**src/design/ifct_pkg.sv**
```systemverilog
package ifct_pkg;

  localparam logic [1:0] ST_HIT  = 2'd0;
  localparam logic [1:0] ST_NEW  = 2'd1;
  localparam logic [1:0] ST_NON4 = 2'd2;
  localparam logic [1:0] ST_FULL = 2'd3;

  typedef struct packed {
    logic        is_ipv4;
    logic [31:0] src_addr;
    logic [31:0] dst_addr;
    logic [15:0] pkt_size;
    logic [15:0] ip_length;
  } item_t;

endpackage

```
**src/design/ifct_front.sv**
```systemverilog
module ifct_front #(
  parameter int DEPTH = 2
) (
  input  logic             clk,
  input  logic             rst,
  input  logic             start,
  output logic             busy,
  input  ifct_pkg::item_t  in_item,
  input  logic             pop,
  output logic             q_valid,
  output ifct_pkg::item_t  q_item
);

  localparam int AW = (DEPTH > 1) ? $clog2(DEPTH) : 1;

  ifct_pkg::item_t fifo [DEPTH];
  logic [AW-1:0] wr_ptr;
  logic [AW-1:0] rd_ptr;
  logic [AW:0]   count;
  logic          push;

  assign busy    = (count == (AW+1)'(DEPTH));
  assign push    = start && !busy;
  assign q_valid = (count != '0);
  assign q_item  = fifo[rd_ptr];

  always_ff @(posedge clk) begin
    if (rst) begin
      wr_ptr <= '0;
      rd_ptr <= '0;
      count  <= '0;
    end else begin
      if (push) begin
        wr_ptr <= (wr_ptr == AW'(DEPTH-1)) ? '0 : wr_ptr + 1'b1;
      end
      if (pop) begin
        rd_ptr <= (rd_ptr == AW'(DEPTH-1)) ? '0 : rd_ptr + 1'b1;
      end
      count <= count + (AW+1)'(push) - (AW+1)'(pop);
    end
  end

  always_ff @(posedge clk) begin
    if (push) begin
      fifo[wr_ptr] <= in_item;
    end
  end

endmodule

```
**config.mk**
```make
export PLATFORM = sky130hd
export DESIGN_NAME = ifct_front
export DESIGN_NICKNAME = d
export VERILOG_FILES = /design/src/design/ifct_pkg.sv /design/src/design/ifct_front.sv
export SDC_FILE = /design/constraint.sdc
export NUM_CORES = 1
export LEC_CHECK = 0
export BUFFER_PORTS_ARGS = -buffer_cell sky130_fd_sc_hd__buf_2
export CAP_MARGIN = 40
export CORE_ASPECT_RATIO = 0.7
export CORE_UTILIZATION = 47
export DETAILED_ROUTE_END_ITERATION = 10
export PLACE_DENSITY = 0.76
export SYNTH_ARGS = -nofsm -noshare
export SYNTH_HDL_FRONTEND = slang
export SYNTH_SLANG_ARGS = --single-unit
```
**constraint.sdc**
```tcl
create_clock -name clk -period 3.2 [get_ports clk]
set_input_delay 0.48 -clock clk [delete_from_list [all_inputs] [get_ports clk]]
set_output_delay 0.48 -clock clk [all_outputs]
set_load 0.02 [all_outputs]
```
Yosys cells after proc, flatten, opt, wreduce, memory -nomap -nowiden
Memories as Yosys holds them, arrays and structs flattened. A register that Yosys moved wholly into a read port is not among the register bits.
Cells that the tools add are included.
- $add $sub $neg: 4
- multiply operators: 0
- divide/modulo/power cells: 0
- magnitude comparators: 0
- equal/unequal tests: 1
- shifts and indexed selects: 0
- muxes and demuxes: 6
- bitwise logic cells: 0
- reductions and logical operators: 3
- operator list (kind ; number):
    two-way mux 1 bit ; 6
    adder 1 bit (second input constant) ; 2
    adder 2 x 1 -> 2 bit ; 1
    == test 2 bit (second input constant) ; 1
    nonzero test 2 bit ; 1
    subtractor 2 x 1 -> 2 bit ; 1
    logical AND 1 bit ; 1
    zero test 1 bit ; 1
- register bits after elaboration: 4
- latch bits: 0
- RAM bits: 194
- ROM bits: 0
- input port bits: 101
- output and inout bits: 99
- word-level logic and storage cells: 18
- memories kept: 1
- memories (memory ; depth ; bits a word ; read ports ; clocked after Yosys merged registers in ; write ports ; RTL line ; source):
    fifo ; 2 ; 97 ; 1 ; 1 ; 1 ; ifct_front.sv:16 ; ifct_pkg::item_t fifo [DEPTH];

Logic depth before layout (Yosys ltp)
Gate-level depths: netlist (run 1).
- depth after elaboration: 5
- gate-level depth with buffers: 8

Worst setup path after synthesis (run 1)
OpenSTA, ideal clock, no wires.
- kind: reg2reg
- start point: reg count[0]
- end point: mem fifo[0][0] (netlist bit), enable pin
- setup time: 0.451 ns
- arrival: 2.799 ns
- required time: 2.749 ns
- setup slack: -0.049 ns
- stages on the path, launching flop included: 5
- path buffers: 0
- clock period less this slack: 3.249 ns
- cell sequence: dfxtp_1 nand2b_1 inv_1 or3_1 inv_1
- cells in the longest elaborated chain, start to end: 5
- ends and longest elaborated chain (item ; RTL line ; source):
    from (decl) ; ifct_front.sv:19 ; logic [AW:0] count;
    from (signal assigned) ; ifct_front.sv:39 ; count <= count + (AW+1)'(push) - (AW+1)'(pop);
    == test 2 bit ; ifct_front.sv:22 ; assign busy = (count == (AW+1)'(DEPTH));
    net busy ; ifct_front.sv:7 ; output logic busy,
    zero test 1 bit ; ifct_front.sv:23 ; assign push = start && !busy;
    logical AND 1 bit ; ifct_front.sv:23 ;
    two-way mux 1 bit ; ifct_front.sv:44 ; if (push) begin
    two-way mux 1 bit (not written as such) ; ifct_front.sv:45 ; fifo[wr_ptr] <= in_item;
    to (decl) ; ifct_front.sv:16 ;
The timed path passes the listed nets, and every way through them passes these cells.

==> results of run 1 <==
[cell type report]
type	count	area (um^2)	share of cell area, %
clock buffers	17	425	4.59
flip-flops and latches	199	5930	64.0
multi-input cells	114	1320	14.3
well taps	195	244	2.64
diodes	1	2.50	0.0270
clock inverters	15	240	2.59
repair buffers	205	1080	11.6
inverters	4	18.8	0.203
[cell usage in the layout, fill, tap and decap left out, drive strengths merged, types with 2 or more instances in the layout]
cell / count
buf: 205
bufinv: 5
clkbuf: 17
clkinv: 4
clkinvlp: 3
dfxtp: 5
edfxtp: 194
ha: 2
inv: 7
mux2: 97
nor2: 3
[per-stage QoR]
stage / std cells / total power [uW] / utilization (%)
4_1_cts: 749 / 6630 / 61.9
3_5_place_dp: 717 / 4290 / 57.5
2_1_floorplan: 328 / 3930 / -
3_3_place_gp: 717 / 4250 / 57.5
6_report: 750 / 6560 / 61.9
5_1_grt: 749 / 6790 / 61.9
[report_power, final]
group | total (uW) | internal (uW) | switching (uW)
logic | 1010 | 404 | 607
registers | 3200 | 3150 | 56.3
clock network | 2340 | 1410 | 933
[logic make-up (layout without fill, tap and decap cells)]
group / count (synthesis) / in the layout / share of synthesized area [%]
AOI/OAI and AO/OA: 2 / 2 / 0.136
xor gates and xnor gates: 2 / 2 / 0.239
adders and majority gates: 2 / 2 / 0.341
buffers and inverters: 15 / 241 / 1.38
DFF: 199 / 199 / 80.7
muxes: 97 / 97 / 16.4
other: 0 / 1 / 0
and+or+nand+nor: 11 / 11 / 0.784
[registers in the layout, indices dropped and copies added, names as in the netlist, named ones only]
register / flops
count: 2
fifo: 194
rd_ptr: 1
wr_ptr: 1
[final timing paths]
kind                                   from          end  slack, ns  cells after the start
worst min register to register       wr_ptr       wr_ptr       0.51                      2
worst max-delay path                   flop   q_item[49]       0.89                      3
worst max register to register     count[0]  fifo[0][74]       1.05                      5
worst min-delay path            in_item[46]  fifo[0][46]       0.24                      1
[metal layers]
metal  track usage (%)  share of wire (%)
met1              21.4                 43
met3              6.98                 10
met4              5.79                1.0
met5                 0               0.21
met2              25.8                 46
[worst max-delay path, cell delays in order (launching register included)]
cell and delay, ns:
dfxtp_4 0.35, buf_4 0.45, mux2_2 0.42, buf_2 0.16
==> results.yml, run 1 <==
timing:
  finClkSkew_ns: 0.00695
  finalMaxSlewViolations: 0
  hold_slack_ns: 0.244
  fin_crit_ns: 2.31
  rsz0062_at_grt: "false"
  period_share_pct: 72.2
  worstMarginPinSlew_ns: 0.593
  fin_ws_ns: 0.890
  final-hold-violation-count: 0
  max_freq_ghz: 0.433
  relSlewSlack_pct: 60.4
  setup_violations: 0
  finalSetupTns_ns: 0
yosys:
  syn-num-nets: 431
  synth_area_leaders: "edfxtp_1 79%, mux2_2 10%, mux2_4 6.1%, dfxtp_1 1.4%, buf_6 0.77%"
  synthesis.area_um2: 7340
  avgSynthCellArea_um2: 22.4
  ys_ff_latch: 199
  netlist_instances: 328
  synth_top_cell_by_area: "edfxtp_1"
  ys_async_sr_fraction_pct: 0
  synth_common_cells: "194 x edfxtp_1, 67 x mux2_2, 30 x mux2_4, 6 x buf_2"
  synthFlopType: "edfxtp_1"
  yosysMostFrequentCell: "edfxtp_1"
  synth_cell_types: 21
  synth-edff-count: 194
  synth_top_area_share_pct: 79.3
  ys_seq_area_share_pct: 80.7
  synth.yosys.warnings: 0
clock_network:
  clk_path_buf_depth: 2
  h-tree-depth: 4
  clk-insertion-delay-late_ns: 0.42
  cts_resized: 0
  holdBufCountCts: 0
  cts_root_buffer: "clkbuf_16"
  cts_made_buffers: 17
  clk_pin_slew_ns: 0.07
  cts_tree: "yes"
  post_cts.repair.setup_buffers: 0
  cts_sinks: 199
grt:
  grt_pass1_vias: 3800
  antenna_found_initial: 3
  grt_max_degree: 57
  grt_overflow: 0
  grtUsageTotal_pct: 16.8
  grt_pass1_wl_mm: 19.6
job:
  drv_cap: 0
die:
  rows: 37
  io_pins: 200
  die_area_um2: 16100
  die_y_um: 107
  fp.dieW_um: 151
  start_util_pct: 49.1
  coreArea_um2: 15000
cells_and_area:
  syn_to_final_growth_pct: 26.1
  drive_above_1_share_pct: 60.8
  final_area_um2: 9260
  fillers: 1084
  nets: 644
detailed_routing:
  num_vias: 3731
  drt_iter0_markers: 183
  drc: 0
  drtAntennaViolNets: 0
  wl_per_cell_um: 17.9
  drt-vias-per-instance: 4.97
  totalWireLength_mm: 13.4
  drt_first_pass_iters: 4
power_and_ir_drop:
  ir_worst_vdd_mv: 0.532
  leakage_uw: 0.00354
  p_per_area_nw_per_um2: 708
placed_design:
  io_buffers: 199
  post-place-ws_ns: 0.926
  dpl.hpwl_mm: 9.09
  gp_congestion: 0.748
  dpl_cell_area_um2: 8590
worst_hold_path:
  hold_path_class: "in -> reg"
worst_setup_path:
  required_ns: 2.72
  crit_path_end_kind: "primary output"
  arrival_ns: 1.83
  path_class: "reg -> out"
  start_kind: "flop"
  cp_max_fo: 41
outcome:
  status: "completed"
Note: power is estimated with default switching activity, not from simulation.
==> run 2, diff against run 1 <==
--- a/config.mk
+++ b/config.mk
@@ -5,6 +5,7 @@
 export SDC_FILE = /design/constraint.sdc
 export NUM_CORES = 1
 export LEC_CHECK = 0
+export ABC_AREA = 1
 export BUFFER_PORTS_ARGS = -buffer_cell sky130_fd_sc_hd__buf_2
 export CAP_MARGIN = 40
 export CORE_ASPECT_RATIO = 0.7
==> constraint.sdc (replaced) <==
create_clock -name clk -period 1.9 [get_ports clk]
set_input_delay 0.285 -clock clk [delete_from_list [all_inputs] [get_ports clk]]
set_output_delay 0.285 -clock clk [all_outputs]
set_load 0.02 [all_outputs]
==> run 2 against run 1 <==
  * The run now ends with setup timing left
  * Clock skew shrank 0.0015 ns
  * Register-to-register slack lost 0.66 ns
  * Via count grew 2.1%
  * Clock power grew 41%
  * Total power grew 59%
  * Clock-buffer cell count grew 2
  * Final area grew 2.1%
  * Sequential share of layout area shrank 1.3 points
  * Critical path type unchanged
  * Largest power group unchanged
==> results.yml, run 2 <==
timing:
  rsz0062_at_grt: "true"
  finClkSkew_ns: 0.00542
  fin_crit_ns: 1.91
  relSlewSlack_pct: 80.3
  setup_violations: 10
  final-hold-violation-count: 0
  worstMarginPinSlew_ns: 0.295
  finalMaxSlewViolations: 0
  period_share_pct: 101
  max_freq_ghz: 0.523
  fin_ws_ns: -0.0122
worst_hold_path:
  hold_path_class: "in -> reg"
  holdPathEnd: "fifo[1][70]"
  holdPathStages: 1
  hp-start: "in_item[70]"
placed_design:
  dpl_cell_area_um2: 8680
  dpl.hpwl_mm: 8.90
  post-place-ws_ns: 0.400
  io_buffers: 199
  gp_congestion: 0.747
worst_setup_path:
  crit_path_end_kind: "primary output"
  arrival_ns: 1.63
  regToRegSetupSlack_ns: 0.39
  start_kind: "flop"
  cp_max_fo: 8
  required_ns: 1.62
  r2r_cells: 10
  r2r_start: "count[0]"
  crit_chain: "buf_4 > clkbuf_16 > mux2_2 > buf_2"
  path_class: "reg -> out"
  cpPeakStageDelay_ns: 0.39
  crit_slowest_cell: "dfxtp_4"
  r2r_end: "count[1]"
yosys:
  synthFlopType: "edfxtp_1"
  synth_cell_types: 13
  ys_async_sr_fraction_pct: 0
  yosysMostFrequentCell: "edfxtp_1"
  synth_common_cells: "194 x edfxtp_1, 67 x mux2_2, 30 x mux2_4, 9 x inv_1, 7 x nand2_1"
  syn-num-nets: 439
  synth_top_cell_by_area: "edfxtp_1"
  synth_area_leaders: "edfxtp_1 79%, mux2_2 10%, mux2_4 6.1%, dfxtp_1 1.4%, buf_6 0.77%"
  netlist_instances: 336
  ys_seq_area_share_pct: 80.6
  ys_ff_latch: 199
  synth-edff-count: 194
  avgSynthCellArea_um2: 21.9
  synth.yosys.warnings: 0
  synthesis.area_um2: 7350
  synth_top_area_share_pct: 79.2
detailed_routing:
  wl_per_cell_um: 18.1
  drc: 0
  totalWireLength_mm: 13.9
  drt_iter0_markers: 211
  drtAntennaViolNets: 0
  num_vias: 3809
  drt-vias-per-instance: 4.95
  drt_first_pass_iters: 4
clock_network:
  cts_made_buffers: 17
  cts_sinks: 199
  cts_root_buffer: "clkbuf_16"
  clk_path_buf_depth: 2
  clk-insertion-delay-late_ns: 0.41
  clk_pin_slew_ns: 0.07
  h-tree-depth: 4
  cts_tree: "yes"
die:
  io_pins: 200
  start_util_pct: 49.0
  rows: 37
  die_area_um2: 16200
  fp.dieW_um: 152
  coreArea_um2: 15000
  die_y_um: 107
power_and_ir_drop:
  leakage_uw: 0.00364
  p_per_area_nw_per_um2: 1100
  ir_worst_vdd_mv: 0.820
  total_power_uw: 10400
grt:
  grtUsageTotal_pct: 16.7
  antenna_found_initial: 1
  grt_overflow: 0
  grt_pass1_vias: 3952
  grt_max_degree: 52
  grt_pass1_wl_mm: 19.6
cells_and_area:
  final_area_um2: 9460
  layout_commonest_cell: "edfxtp_1"
  syn_to_final_growth_pct: 28.6
  final_cell_mix: "194 x edfxtp_1, 185 x buf_2, 67 x mux2_2, 30 x mux2_4, 21 x clkbuf_16"
  reg_top3: "fifo x194, count x2"
  nets: 663
  regMostFlops: "fifo"
  drive_above_1_share_pct: 60.6
  largest_reg_flops: 194
outcome:
  status: "finished with violations"
  violations: "setup timing"
job:
  drv_cap: 0
-- run 2: timing repair --
| action | in CTS | in global routing |
|---|---|---|
| hold buffers | 0 | 0 |
| buffers inserted | 0 | 3 |
| gates resized for setup | 0 | 23 |
| gates cloned | 0 | 7 |
| setup endpoints to repair | 36 | 60 |
-- run 2: cell type report --
| type | count | area [um^2] |
|---|---|---|
| fill | 1058 | 5540 |
| sequential | 199 | 5930 |
| tap | 195 | 244 |
| clock inverter | 13 | 103 |
| timing repair buffer | 216 | 1380 |
| inverter | 9 | 37.5 |
| clock buffer | 19 | 433 |
| multi-input combinational | 117 | 1330 |
| antenna | 1 | 2.50 |
-- run 2: layer usage --
metal	vias up	wire [um]	track usage [%]
met1	1888	5570	18.7
met2	145	6830	28.0
met5	-	13	0
li1	1761	-	-
met3	13	1360	7.62
met4	2	120	6.29
-- run 2: metrics by stage --
stage          std cells  setup TNS, ns  hold slack [ns]  util, %
2_1_floorplan        336         -85.41            0.349        -
3_3_place_gp         726              0            0.472     57.9
3_5_place_dp         726              0            0.476     57.9
4_1_cts              758         -0.747           0.0318     61.4
5_1_grt              768          -3.80           0.0241     63.0
6_report             769        -0.0737           0.0553     63.1
-- run 2: worst max-delay path: cells and delay by family, from the launching register on --
kind                   cells  cell delay (ns)
buffers and inverters      3             0.48
multiplexers               1             0.34
flip-flops                 1             0.39
-- run 2: power breakdown --
group | internal [uW] | switching, uW | total (uW)
Combinational | 768 | 997 | 1760
Clock | 1800 | 1490 | 3290
Sequential | 5260 | 96.5 | 5360
-- run 2: cells by family (layout without fill, tap and decap cells) --
logic type	after synthesis	count (layout)	synth area share [%]
xor gates and xnor gates	1	1	0.119
DFF	199	199	80.6
and+or+nand+nor	15	15	0.800
muxes	97	97	16.4
buffers and inverters	20	257	1.63
other	0	1	0
AOI/OAI and AO/OA	2	2	0.136
adders and majority gates	2	2	0.340
-- run 2: how the worst max path moves through the flow --
stage	to	from	slack (ns)
after floorplan	fifo[0][0]	count[0]	-0.46
after global placement	q_item[86]	flop	0.42
after detailed placement	q_item[14]	flop	0.40
after CTS	q_item[14]	flop	-0.05
after global routing	q_item[3]	flop	-0.07
final	q_item[8]	flop	-0.01
